File: src/design/lva_pkg.sv
`timescale 1ns / 1ps
// ----------------------------------------------------------------------------
// lva_pkg
// Types and constants shared by the look-at view matrix block.
// ----------------------------------------------------------------------------
package lva_pkg;

    localparam logic signed [31:0] ONE_Q16      = 32'sh0001_0000;
    localparam logic [66:0]        NEAR_ZERO_SQ = 67'd4295;
    localparam int                 MUL_BITS     = 32;
    localparam int                 DIV_BITS     = 47;

    typedef enum logic [3:0] {
        S_IDLE,
        S_NORM_ABS,
        S_NORM_SHIFT,
        S_MUL_LOAD,
        S_MUL_RUN,
        S_MUL_ACC,
        S_SQRT,
        S_DIV_LOAD,
        S_DIV_RUN,
        S_DIV_STORE,
        S_EMIT
    } t_state;

    typedef enum logic [1:0] {
        PH_NEAR,
        PH_SQ,
        PH_CROSS,
        PH_DOT
    } t_phase;

    typedef enum logic [1:0] {
        AX_FWD,
        AX_RGT,
        AX_UP
    } t_axis;

    typedef struct packed {
        logic [31:0] mag_a;
        logic [31:0] mag_b;
        logic        sgn;
        logic        first;
        logic        last;
        logic        done;
        logic [1:0]  dst;
    } t_mop;

endpackage

File: src/design/look_at_view_matrix.sv
`timescale 1ns / 1ps
// ----------------------------------------------------------------------------
// look_at_view_matrix
// Builds a look-at view matrix in Q16.16 and emits it one row at a time, four rows per request.
// ----------------------------------------------------------------------------
// Work: nine bit-serial products without reaim; with reaim, also three
//   normalisations (each scaled by single-bit shifts), two squares for the
//   near-vertical test and six cross products.
// Throughput: one request at a time; the next is taken once row 3 has left.
// Rate is set by the shared one-bit-per-cycle multiplier, root and divider.
// Reset (synchronous, active low) restores the default camera axes and idles.
// ----------------------------------------------------------------------------
module look_at_view_matrix
    import lva_pkg::*;
(
    input  logic               i_clk,
    input  logic               i_rst_n,
    input  logic               i_valid,
    output logic               o_ready,
    input  logic signed [31:0] i_pos_x,
    input  logic signed [31:0] i_pos_y,
    input  logic signed [31:0] i_pos_z,
    input  logic signed [31:0] i_target_x,
    input  logic signed [31:0] i_target_y,
    input  logic signed [31:0] i_target_z,
    input  logic               i_reaim,
    output logic               o_valid,
    input  logic               i_ready,
    output logic [1:0]         o_row_index,
    output logic signed [31:0] o_col0,
    output logic signed [31:0] o_col1,
    output logic signed [31:0] o_col2,
    output logic signed [31:0] o_col3,
    output logic               o_last_row
);

    function automatic logic [31:0] mag32(input logic signed [31:0] v);
        return v[31] ? 32'(32'd0 - v) : 32'(v);
    endfunction

    function automatic logic signed [31:0] sat51(input logic signed [50:0] v);
        if (v > 51'sd2147483647) begin
            return 32'sh7FFF_FFFF;
        end else if (v < -51'sd2147483648) begin
            return 32'sh8000_0000;
        end
        return v[31:0];
    endfunction

    // state
    t_state r_state, n_state;
    t_phase r_phase;
    t_axis  r_ndest;

    // camera axes and position
    logic signed [31:0] r_fwd [3];
    logic signed [31:0] r_rgt [3];
    logic signed [31:0] r_up  [3];
    logic signed [31:0] r_p   [3];
    logic signed [31:0] r_d   [3];

    // normaliser working set
    logic signed [63:0] r_w   [3];
    logic        [63:0] r_mag [3];
    logic        [2:0]  r_neg;

    // serial units
    logic [3:0]         r_k;
    logic [5:0]         r_cnt;
    logic [63:0]        r_ma;
    logic [31:0]        r_mb;
    logic [63:0]        r_prod;
    logic               r_sgn;
    logic signed [66:0] r_acc;
    logic [63:0]        r_x;
    logic [63:0]        r_res;
    logic [63:0]        r_bit;
    logic [31:0]        r_len;
    logic [46:0]        r_num;
    logic [32:0]        r_rem;
    logic [31:0]        r_q;
    logic [1:0]         r_i;
    logic [1:0]         r_row;

    t_mop               op;
    logic               w_zero, w_shr, w_shl;
    logic signed [66:0] acc_new;
    logic signed [50:0] dot_q;
    logic signed [31:0] dot_v;
    logic [32:0]        rem_sh;
    logic signed [31:0] div_v;
    logic [63:0]        sq_try;

    // operand selection for the shared multiplier
    always_comb begin
        logic signed [31:0] a, b;
        logic               ng;
        a  = '0;
        b  = '0;
        ng = 1'b0;
        op = '0;
        case (r_phase)
            PH_NEAR: begin
                a = (r_k == 4'd0) ? r_fwd[0] : r_fwd[2];
                b = a;
                op.first = (r_k == 4'd0);
                op.last  = (r_k == 4'd1);
                op.done  = (r_k == 4'd1);
            end
            PH_SQ: begin
                a = (r_k == 4'd0) ? r_mag[0][31:0] :
                    (r_k == 4'd1) ? r_mag[1][31:0] : r_mag[2][31:0];
                b = a;
                op.first = (r_k == 4'd0);
                op.last  = (r_k == 4'd2);
                op.done  = (r_k == 4'd2);
            end
            PH_CROSS: begin
                case (r_k)
                    4'd0: begin a = r_fwd[1]; b = r_rgt[2]; end
                    4'd1: begin a = r_fwd[2]; b = r_rgt[1]; ng = 1'b1; end
                    4'd2: begin a = r_fwd[2]; b = r_rgt[0]; end
                    4'd3: begin a = r_fwd[0]; b = r_rgt[2]; ng = 1'b1; end
                    4'd4: begin a = r_fwd[0]; b = r_rgt[1]; end
                    default: begin a = r_fwd[1]; b = r_rgt[0]; ng = 1'b1; end
                endcase
                op.first = ~r_k[0];
                op.last  = r_k[0];
                op.done  = (r_k == 4'd5);
                op.dst   = 2'(r_k >> 1);
            end
            default: begin
                case (r_k)
                    4'd0: begin a = r_rgt[0]; b = r_p[0]; end
                    4'd1: begin a = r_rgt[1]; b = r_p[1]; end
                    4'd2: begin a = r_rgt[2]; b = r_p[2]; end
                    4'd3: begin a = r_up[0];  b = r_p[0]; end
                    4'd4: begin a = r_up[1];  b = r_p[1]; end
                    4'd5: begin a = r_up[2];  b = r_p[2]; end
                    4'd6: begin a = r_fwd[0]; b = r_p[0]; end
                    4'd7: begin a = r_fwd[1]; b = r_p[1]; end
                    default: begin a = r_fwd[2]; b = r_p[2]; end
                endcase
                op.first = (r_k == 4'd0) || (r_k == 4'd3) || (r_k == 4'd6);
                op.last  = (r_k == 4'd2) || (r_k == 4'd5) || (r_k == 4'd8);
                op.done  = (r_k == 4'd8);
                op.dst   = (r_k < 4'd3) ? 2'd0 : (r_k < 4'd6) ? 2'd1 : 2'd2;
            end
        endcase
        op.mag_a = mag32(a);
        op.mag_b = mag32(b);
        op.sgn   = a[31] ^ b[31] ^ ng;
    end

    // shared datapath flags
    always_comb begin
        w_zero  = (r_w[0] == '0) && (r_w[1] == '0) && (r_w[2] == '0);
        w_shr   = (r_mag[0][63:30] != '0) || (r_mag[1][63:30] != '0) ||
                  (r_mag[2][63:30] != '0);
        w_shl   = (r_mag[0][63:29] == '0) && (r_mag[1][63:29] == '0) &&
                  (r_mag[2][63:29] == '0);
        acc_new = r_sgn ? r_acc - $signed({3'b000, r_prod})
                        : r_acc + $signed({3'b000, r_prod});
        dot_q   = 51'((acc_new + 67'sd32768) >>> 16);
        dot_v   = sat51((op.dst == 2'd2) ? dot_q : -dot_q);
        rem_sh  = {r_rem[31:0], r_num[46]};
        div_v   = r_neg[r_i] ? 32'(32'd0 - r_q) : r_q;
        sq_try  = r_res + r_bit;
    end

    // next state
    always_comb begin
        n_state = r_state;
        case (r_state)
            S_IDLE: begin
                if (i_valid) begin
                    n_state = i_reaim ? S_NORM_ABS : S_MUL_LOAD;
                end
            end
            S_NORM_ABS: begin
                if (w_zero) begin
                    n_state = (r_ndest == AX_FWD || r_ndest == AX_RGT) ? S_MUL_LOAD
                                                                         : S_MUL_LOAD;
                end else begin
                    n_state = S_NORM_SHIFT;
                end
            end
            S_NORM_SHIFT: begin
                if (!w_shr && !w_shl) begin
                    n_state = S_MUL_LOAD;
                end
            end
            S_MUL_LOAD: n_state = S_MUL_RUN;
            S_MUL_RUN: begin
                if (r_cnt == 6'(MUL_BITS - 1)) begin
                    n_state = S_MUL_ACC;
                end
            end
            S_MUL_ACC: begin
                if (!op.done) begin
                    n_state = S_MUL_LOAD;
                end else begin
                    case (r_phase)
                        PH_NEAR:  n_state = S_NORM_ABS;
                        PH_SQ:    n_state = S_SQRT;
                        PH_CROSS: n_state = S_NORM_ABS;
                        default:  n_state = S_EMIT;
                    endcase
                end
            end
            S_SQRT: begin
                if (r_bit == '0) begin
                    n_state = S_DIV_LOAD;
                end
            end
            S_DIV_LOAD: n_state = S_DIV_RUN;
            S_DIV_RUN: begin
                if (r_cnt == 6'(DIV_BITS - 1)) begin
                    n_state = S_DIV_STORE;
                end
            end
            S_DIV_STORE: begin
                n_state = (r_i == 2'd2) ? S_MUL_LOAD : S_DIV_LOAD;
            end
            S_EMIT: begin
                if (i_ready && r_row == 2'd3) begin
                    n_state = S_IDLE;
                end
            end
            default: n_state = S_IDLE;
        endcase
    end

    // handshake and row outputs
    always_comb begin
        o_ready     = (r_state == S_IDLE);
        o_valid     = (r_state == S_EMIT);
        o_row_index = r_row;
        o_last_row  = (r_row == 2'd3);
        case (r_row)
            2'd0: begin
                o_col0 = r_rgt[0]; o_col1 = r_rgt[1]; o_col2 = r_rgt[2]; o_col3 = r_d[0];
            end
            2'd1: begin
                o_col0 = r_up[0]; o_col1 = r_up[1]; o_col2 = r_up[2]; o_col3 = r_d[1];
            end
            2'd2: begin
                o_col0 = (r_fwd[0] == 32'sh8000_0000) ? 32'sh7FFF_FFFF : -r_fwd[0];
                o_col1 = (r_fwd[1] == 32'sh8000_0000) ? 32'sh7FFF_FFFF : -r_fwd[1];
                o_col2 = (r_fwd[2] == 32'sh8000_0000) ? 32'sh7FFF_FFFF : -r_fwd[2];
                o_col3 = r_d[2];
            end
            default: begin
                o_col0 = '0; o_col1 = '0; o_col2 = '0; o_col3 = ONE_Q16;
            end
        endcase
    end

    always_ff @(posedge i_clk) begin
        if (!i_rst_n) begin
            r_state <= S_IDLE;
            r_row   <= '0;
            r_fwd[0] <= '0;      r_fwd[1] <= '0;      r_fwd[2] <= -ONE_Q16;
            r_rgt[0] <= ONE_Q16; r_rgt[1] <= '0;      r_rgt[2] <= '0;
            r_up[0]  <= '0;      r_up[1]  <= ONE_Q16; r_up[2]  <= '0;
        end else begin
            r_state <= n_state;
            case (r_state)
                S_IDLE: begin
                    if (i_valid) begin
                        r_p[0] <= i_pos_x;
                        r_p[1] <= i_pos_y;
                        r_p[2] <= i_pos_z;
                        r_w[0] <= 64'(33'(i_target_x) - 33'(i_pos_x));
                        r_w[1] <= 64'(33'(i_target_y) - 33'(i_pos_y));
                        r_w[2] <= 64'(33'(i_target_z) - 33'(i_pos_z));
                        r_ndest <= AX_FWD;
                        r_phase <= PH_DOT;
                        r_k     <= '0;
                    end
                end
                S_NORM_ABS: begin
                    for (int j = 0; j < 3; j++) begin
                        r_neg[j] <= r_w[j][63];
                        r_mag[j] <= r_w[j][63] ? 64'(64'd0 - r_w[j]) : 64'(r_w[j]);
                    end
                    if (w_zero) begin
                        // zero length: store a zero axis and move on
                        for (int j = 0; j < 3; j++) begin
                            case (r_ndest)
                                AX_FWD:  r_fwd[j] <= '0;
                                AX_RGT:  r_rgt[j] <= '0;
                                default: r_up[j]  <= '0;
                            endcase
                        end
                        r_k     <= '0;
                        r_phase <= (r_ndest == AX_FWD) ? PH_NEAR :
                                   (r_ndest == AX_RGT) ? PH_CROSS : PH_DOT;
                    end
                end
                S_NORM_SHIFT: begin
                    for (int j = 0; j < 3; j++) begin
                        if (w_shr) begin
                            r_mag[j] <= r_mag[j] >> 1;
                        end else if (w_shl) begin
                            r_mag[j] <= r_mag[j] << 1;
                        end
                    end
                    r_phase <= PH_SQ;
                    r_k     <= '0;
                end
                S_MUL_LOAD: begin
                    r_ma   <= {32'd0, op.mag_a};
                    r_mb   <= op.mag_b;
                    r_sgn  <= op.sgn;
                    r_prod <= '0;
                    r_cnt  <= '0;
                    if (op.first) begin
                        r_acc <= '0;
                    end
                end
                S_MUL_RUN: begin
                    // advance one multiplier bit per cycle
                    if (r_mb[0]) begin
                        r_prod <= r_prod + r_ma;
                    end
                    r_ma  <= r_ma << 1;
                    r_mb  <= r_mb >> 1;
                    r_cnt <= r_cnt + 6'd1;
                end
                S_MUL_ACC: begin
                    r_acc <= acc_new;
                    r_k   <= r_k + 4'd1;
                    case (r_phase)
                        PH_NEAR: begin
                            if (acc_new < $signed(NEAR_ZERO_SQ)) begin
                                r_w[0] <= '0;
                                r_w[1] <= -64'(r_fwd[2]);
                                r_w[2] <= 64'(r_fwd[1]);
                            end else begin
                                r_w[0] <= 64'(r_fwd[2]);
                                r_w[1] <= '0;
                                r_w[2] <= -64'(r_fwd[0]);
                            end
                            if (op.done) begin
                                r_ndest <= AX_RGT;
                            end
                        end
                        PH_SQ: begin
                            r_x   <= acc_new[63:0];
                            r_res <= '0;
                            r_bit <= 64'd1 << 62;
                        end
                        PH_CROSS: begin
                            if (op.last) begin
                                r_w[op.dst] <= acc_new[63:0];
                            end
                            if (op.done) begin
                                r_ndest <= AX_UP;
                            end
                        end
                        default: begin
                            if (op.last) begin
                                r_d[op.dst] <= dot_v;
                            end
                            r_row <= '0;
                        end
                    endcase
                end
                S_SQRT: begin
                    if (r_bit != '0) begin
                        if (r_x >= sq_try) begin
                            r_x   <= r_x - sq_try;
                            r_res <= (r_res >> 1) + r_bit;
                        end else begin
                            r_res <= r_res >> 1;
                        end
                        r_bit <= r_bit >> 2;
                    end else begin
                        r_len <= r_res[31:0];
                        r_i   <= '0;
                    end
                end
                S_DIV_LOAD: begin
                    r_num <= {1'b0, r_mag[r_i][29:0], 16'd0} + 47'(r_len >> 1);
                    r_rem <= '0;
                    r_q   <= '0;
                    r_cnt <= '0;
                end
                S_DIV_RUN: begin
                    // one quotient bit per cycle
                    if (rem_sh >= {1'b0, r_len}) begin
                        r_rem <= rem_sh - {1'b0, r_len};
                        r_q   <= {r_q[30:0], 1'b1};
                    end else begin
                        r_rem <= rem_sh;
                        r_q   <= {r_q[30:0], 1'b0};
                    end
                    r_num <= r_num << 1;
                    r_cnt <= r_cnt + 6'd1;
                end
                S_DIV_STORE: begin
                    case (r_ndest)
                        AX_FWD:  r_fwd[r_i] <= div_v;
                        AX_RGT:  r_rgt[r_i] <= div_v;
                        default: r_up[r_i]  <= div_v;
                    endcase
                    r_i <= r_i + 2'd1;
                    if (r_i == 2'd2) begin
                        r_k     <= '0;
                        r_phase <= (r_ndest == AX_FWD) ? PH_NEAR :
                                   (r_ndest == AX_RGT) ? PH_CROSS : PH_DOT;
                    end
                end
                S_EMIT: begin
                    if (i_ready) begin
                        r_row <= r_row + 2'd1;
                    end
                end
                default: ;
            endcase
        end
    end

    a_no_overlap: assert property (@(posedge i_clk) disable iff (!i_rst_n)
        !(o_ready && o_valid))
        else $error("input and output sides open together");

    a_last_flag: assert property (@(posedge i_clk) disable iff (!i_rst_n)
        o_valid |-> (o_last_row == (o_row_index == 2'd3)))
        else $error("last_row flag out of step with row index");

    a_back_idle: assert property (@(posedge i_clk) disable iff (!i_rst_n)
        (o_valid && i_ready && o_last_row) |=> o_ready)
        else $error("block not idle after the last row");

    a_first_row: assert property (@(posedge i_clk) disable iff (!i_rst_n)
        (o_valid && !$past(o_valid)) |-> (o_row_index == 2'd0))
        else $error("matrix output did not start at row 0");

endmodule

File: config.mk
export PLATFORM = sky130hd
export DESIGN_NAME = look_at_view_matrix
export DESIGN_NICKNAME = d
export VERILOG_FILES = /design/src/design/lva_pkg.sv /design/src/design/look_at_view_matrix.sv
export SDC_FILE = /design/constraint.sdc
export NUM_CORES = 2
export LEC_CHECK = 0
export BUFFER_PORTS_ARGS = -buffer_cell sky130_fd_sc_hd__buf_2
export CAP_MARGIN = 20
export CORE_AREA = 2 2 453 545
export DETAILED_ROUTE_END_ITERATION = 6
export DIE_AREA = 0 0 455 547
export GPL_TIMING_DRIVEN = 0
export PLACE_DENSITY = 0.53
export SLEW_MARGIN = 40
export SYNTH_ARGS = -nofsm -noshare
export SYNTH_HDL_FRONTEND = slang
export SYNTH_SLANG_ARGS = --single-unit
File: constraint.sdc
create_clock -name i_clk -period 26 [get_ports i_clk]
set_input_delay 0 -clock i_clk [delete_from_list [all_inputs] [get_ports i_clk]]
set_output_delay 0 -clock i_clk [all_outputs]
set_load 0.01 [all_outputs]
==> results.py <==
metrics = {
    "sta": {
        "fmax_mhz": 82.67,
        "layout_min_cycle_time_ns": 12.10,
        "report.final.setup_viol": 0,
        "worst_clock_skew_ns": 0.09204,
        "setup_total_neg_slack_ns": 0,
        "hold_violation_count_in_the_final_report": 0,
        "slew_headroom_pct": 30.34,
        "rsz0062_at_grt": "no",
        "tightest_slew_ns": 1.038,
        "fin_crit_sh_pct": 46.52,
        "timing_max_transition_violations_final": 0,
    },
    "worst_setup_path": {
        "critical-path-max-stage-delay_ns": 0.64,
        "cp-start-kind": "flop",
        "critical_path.endpoint_type": "flop",
        "crit_arrival_ns": 12.62,
        "critical_path.max_fanout": 10,
        "critPathSlowestCell": "sky130_fd_sc_hd__nor4_1",
        "worst_setup_path_class": "reg -> reg",
        "worst_ep_required_time_ns": 26.53,
    },
    "cells_and_area": {
        "final-instance-count-excl-fill": 14670,
        "fillers": 23490,
        "nNetsFinal": 11920,
        "layout_cell_share_with_drive_strength_beyond_1_pct": 11.36,
        "syn_to_final_growth_pct": 18.04,
    },
    "cts": {
        "worstSkewPairLatency_ns": 0.91,
        "clock_tree.root_cell": "sky130_fd_sc_hd__clkbuf_16",
        "cts_resized": 0,
        "ctsLongestPathBuffers": 4,
        "cts_max_level": 4,
        "cts_made_buffers": 174,
        "cts_tree": "done",
        "clk_transition_reported_paths_ns": 0.06,
        "cts_num_sinks": 1422,
        "postCtsSetupBuffers": 0,
    },
    "synthesis": {
        "synthesis.area_sq_um": 97000,
        "ys_dominant_reg_cell": "sky130_fd_sc_hd__edfxtp_1",
        "synth_fa_ha_area_share_pct": 5.725,
        "synth_seq_area_share_pct": 43.93,
        "synth_enable_flop_cells": 1413,
        "xor_xnor_share_of_the_synthesized_area_pct": 8.043,
        "synth_largest_area_cell": "sky130_fd_sc_hd__edfxtp_1",
        "yosysWarningCount": 0,
        "portion_of_netlist_area_occupied_by_mux_cells_pct": 1.545,
        "synth_compound_area_share_pct": 19.87,
        "async_reset_ff_share_pct": 0,
        "synth.most_common_cell": "sky130_fd_sc_hd__edfxtp_1",
        "synth_fp_nets": 11040,
        "synth_largest_type_area_fraction_pct": 43.74,
        "post_synth_main_area_contributors": "sky130_fd_sc_hd__edfxtp_1, sky130_fd_sc_hd__ha_1, sky130_fd_sc_hd__nor2_1, sky130_fd_sc_hd__xnor2_1, sky130_fd_sc_hd__a21oi_1",
        "combinational_family_with_the_most_area_after_synthesis": "compound AO/OA/AOI/OAI gates",
        "synth.lib_cells_used.distinct": 114,
        "postSynthAreaPerCell_sq_um": 9.328,
        "netlist_instances": 10400,
        "synthSimpleGateAreaFrac_pct": 17.20,
        "ys_top_cells_by_count": "sky130_fd_sc_hd__edfxtp_1, sky130_fd_sc_hd__nor2_1, sky130_fd_sc_hd__nand2_1",
        "synth_seq_cells": 1422,
    },
    "global_route": {
        "grt_first_pass_wirelength_mm": 701.7,
        "globalRouteOverflowTotal": 0,
        "initial_antenna_violation_count": 62,
        "grt_max_degree": 44,
        "grt.total_usage_pct": 40.48,
        "first_global_vias": 89240,
    },
    "place": {
        "place.port_buffers": 329,
        "post-dp-hpwl_mm": 421.0,
        "dp_cells": 14140,
        "place.gp.congestion": 1.067,
    },
    "detailed_routing": {
        "vias_per_cell": 6.374,
        "routed_wire_length_per_instance_microns": 35.43,
        "routed_wl_mm": 519.7,
        "drt_pass1_iterations": 7,
        "detailroute.via_count": 93480,
        "route.antenna.remaining_nets": 0,
        "drt_iter0_drc": 12110,
        "detail_route.drc_violations": 3,
    },
    "floorplan": {
        "die_width_microns": 455,
        "fp.dieArea_sq_um": 248900,
        "ios": 330,
        "rows": 199,
        "fp.coreArea_sq_um": 243800,
        "initial_utilization_pct": 39.79,
        "fp.dieH_microns": 547,
    },
    "pwr": {
        "static_leakage_nw": 42.56,
        "max-vdd-ir-drop_mv": 0.06077,
        "power-per-cell-area_nw_per_um2": 84.35,
    },
    "run_status": {
        "outcome": "finished, violations left",
        "failed_checks": "DRC",
    },
    "job": {
        "max-cap-violations": 0,
    },
    "hold_path": {
        "hp-class": "in -> reg",
    },
}
sequential cells by signal, indices dropped and copies added (netlist names), 64 cells and up, named ones only:
name	count
r_d	96
r_ma	64
r_rgt	96
r_prod	64
r_p	96
r_res	64
r_fwd	96
r_w	192
r_x	64
r_up	96
r_mag	192
r_acc	67
power breakdown:
part	leakage [nW]	internal [W]	switching (W)
clock network	2.70	0.00142	0.00106
registers	13.4	0.00294	0.000275
logic	26.5	0.00117	0.00279
total	42.6	0.00553	0.00412
final timing paths:
check	startpoint	endpoint	slack [ns]	cells after the start
max	r_prod[7]	r_w[2][28]	13.90	36
max reg2reg	r_prod[7]	r_w[2][28]	13.90	36
min	i_pos_z[19]	r_p[0][83]	0.05	2
min reg2reg	r_res[0]	r_len[0]	0.48	0
cell usage in the layout, fill, tap and decap left out, types with 113 or more instances in the layout:
cell type and count:
sky130_fd_sc_hd__a21o_1 162, sky130_fd_sc_hd__a21oi_1 790, sky130_fd_sc_hd__a22oi_1 192, sky130_fd_sc_hd__a31oi_1 157, sky130_fd_sc_hd__and3_1 187, sky130_fd_sc_hd__buf_2 402
sky130_fd_sc_hd__clkbuf_1 451, sky130_fd_sc_hd__clkbuf_16 177, sky130_fd_sc_hd__clkbuf_2 113, sky130_fd_sc_hd__dlygate4sd3_1 186, sky130_fd_sc_hd__edfxtp_1 1413, sky130_fd_sc_hd__ha_1 431
sky130_fd_sc_hd__inv_1 324, sky130_fd_sc_hd__nand2_1 1051, sky130_fd_sc_hd__nand3_1 182, sky130_fd_sc_hd__nor2_1 1183, sky130_fd_sc_hd__nor3_1 203, sky130_fd_sc_hd__o21ai_0 704
sky130_fd_sc_hd__xnor2_1 455, sky130_fd_sc_hd__xor2_1 356
worst max-delay path: cells and delay by family (launching register included):
| family | cells | cell delay (ns) |
|---|---|---|
| XOR/XNOR | 2 | 0.38 |
| AO/OA/AOI/OAI | 5 | 1.90 |
| flip-flops | 1 | 0.47 |
| adder cells (fa/ha/maj) | 1 | 0.28 |
| buffers and inverters | 8 | 2.53 |
| multiplexers | 1 | 0.41 |
| AND/OR/NAND/NOR | 19 | 5.71 |
layer usage:
layer	vias to the layer above	GRT usage (%)	share of wire, %
met5	-	0	0.032
met1	46270	46.55	36
met2	5081	63.69	45
met3	1580	8.195	8.2
met4	22	35.89	11
li1	40530	-	-
cell families after synthesis:
| family | count (synthesis) |
|---|---|
| buffers and inverters | 938 |
| DFF | 1422 |
| and+or+nand+nor | 3579 |
| xor gates and xnor gates | 889 |
| muxes | 120 |
| adders and majority gates | 439 |
| AOI/OAI and AO/OA | 3012 |
final cells by class:
type	count	area (sq um)	share of cell area (%)
inverters	327	1227	1.072
clock inverters	91	927.1	0.8097
clock buffers	210	4563	3.985
plain buffers	611	2507	2.190
diodes	38	95.09	0.08305
flip-flops and latches	1422	42610	37.21
multi-input cells	8039	52480	45.84
repair buffers	713	6063	5.295
well taps	3216	4024	3.514
what timing repair did:
action / in CTS / in global routing
hold buffers: 186 / 0
setup endpoints to repair: 0 / 0
endpoints found under the hold margin: 156 / 0
metrics by stage:
stage / hold slack, ns / total power (W) / worst slack (ns) / area, sq um / utilization [%]
finish: 0.04518 / 0.009658 / 13.90 / 114500 / 46.97
global route: 0.009979 / 0.009895 / 13.74 / 114400 / 46.94
CTS: 0.00006573 / 0.009519 / 13.98 / 114300 / 46.88
detailed placement: 0.1983 / 0.007024 / 14.03 / 106900 / 43.86
global placement: 0.1941 / 0.006795 / 9.577 / 102700 / 42.12
floorplan: 0.09887 / 0.005115 / 15.61 / 97000 / -
No activity file was read; power rests on OpenSTA's default activity.
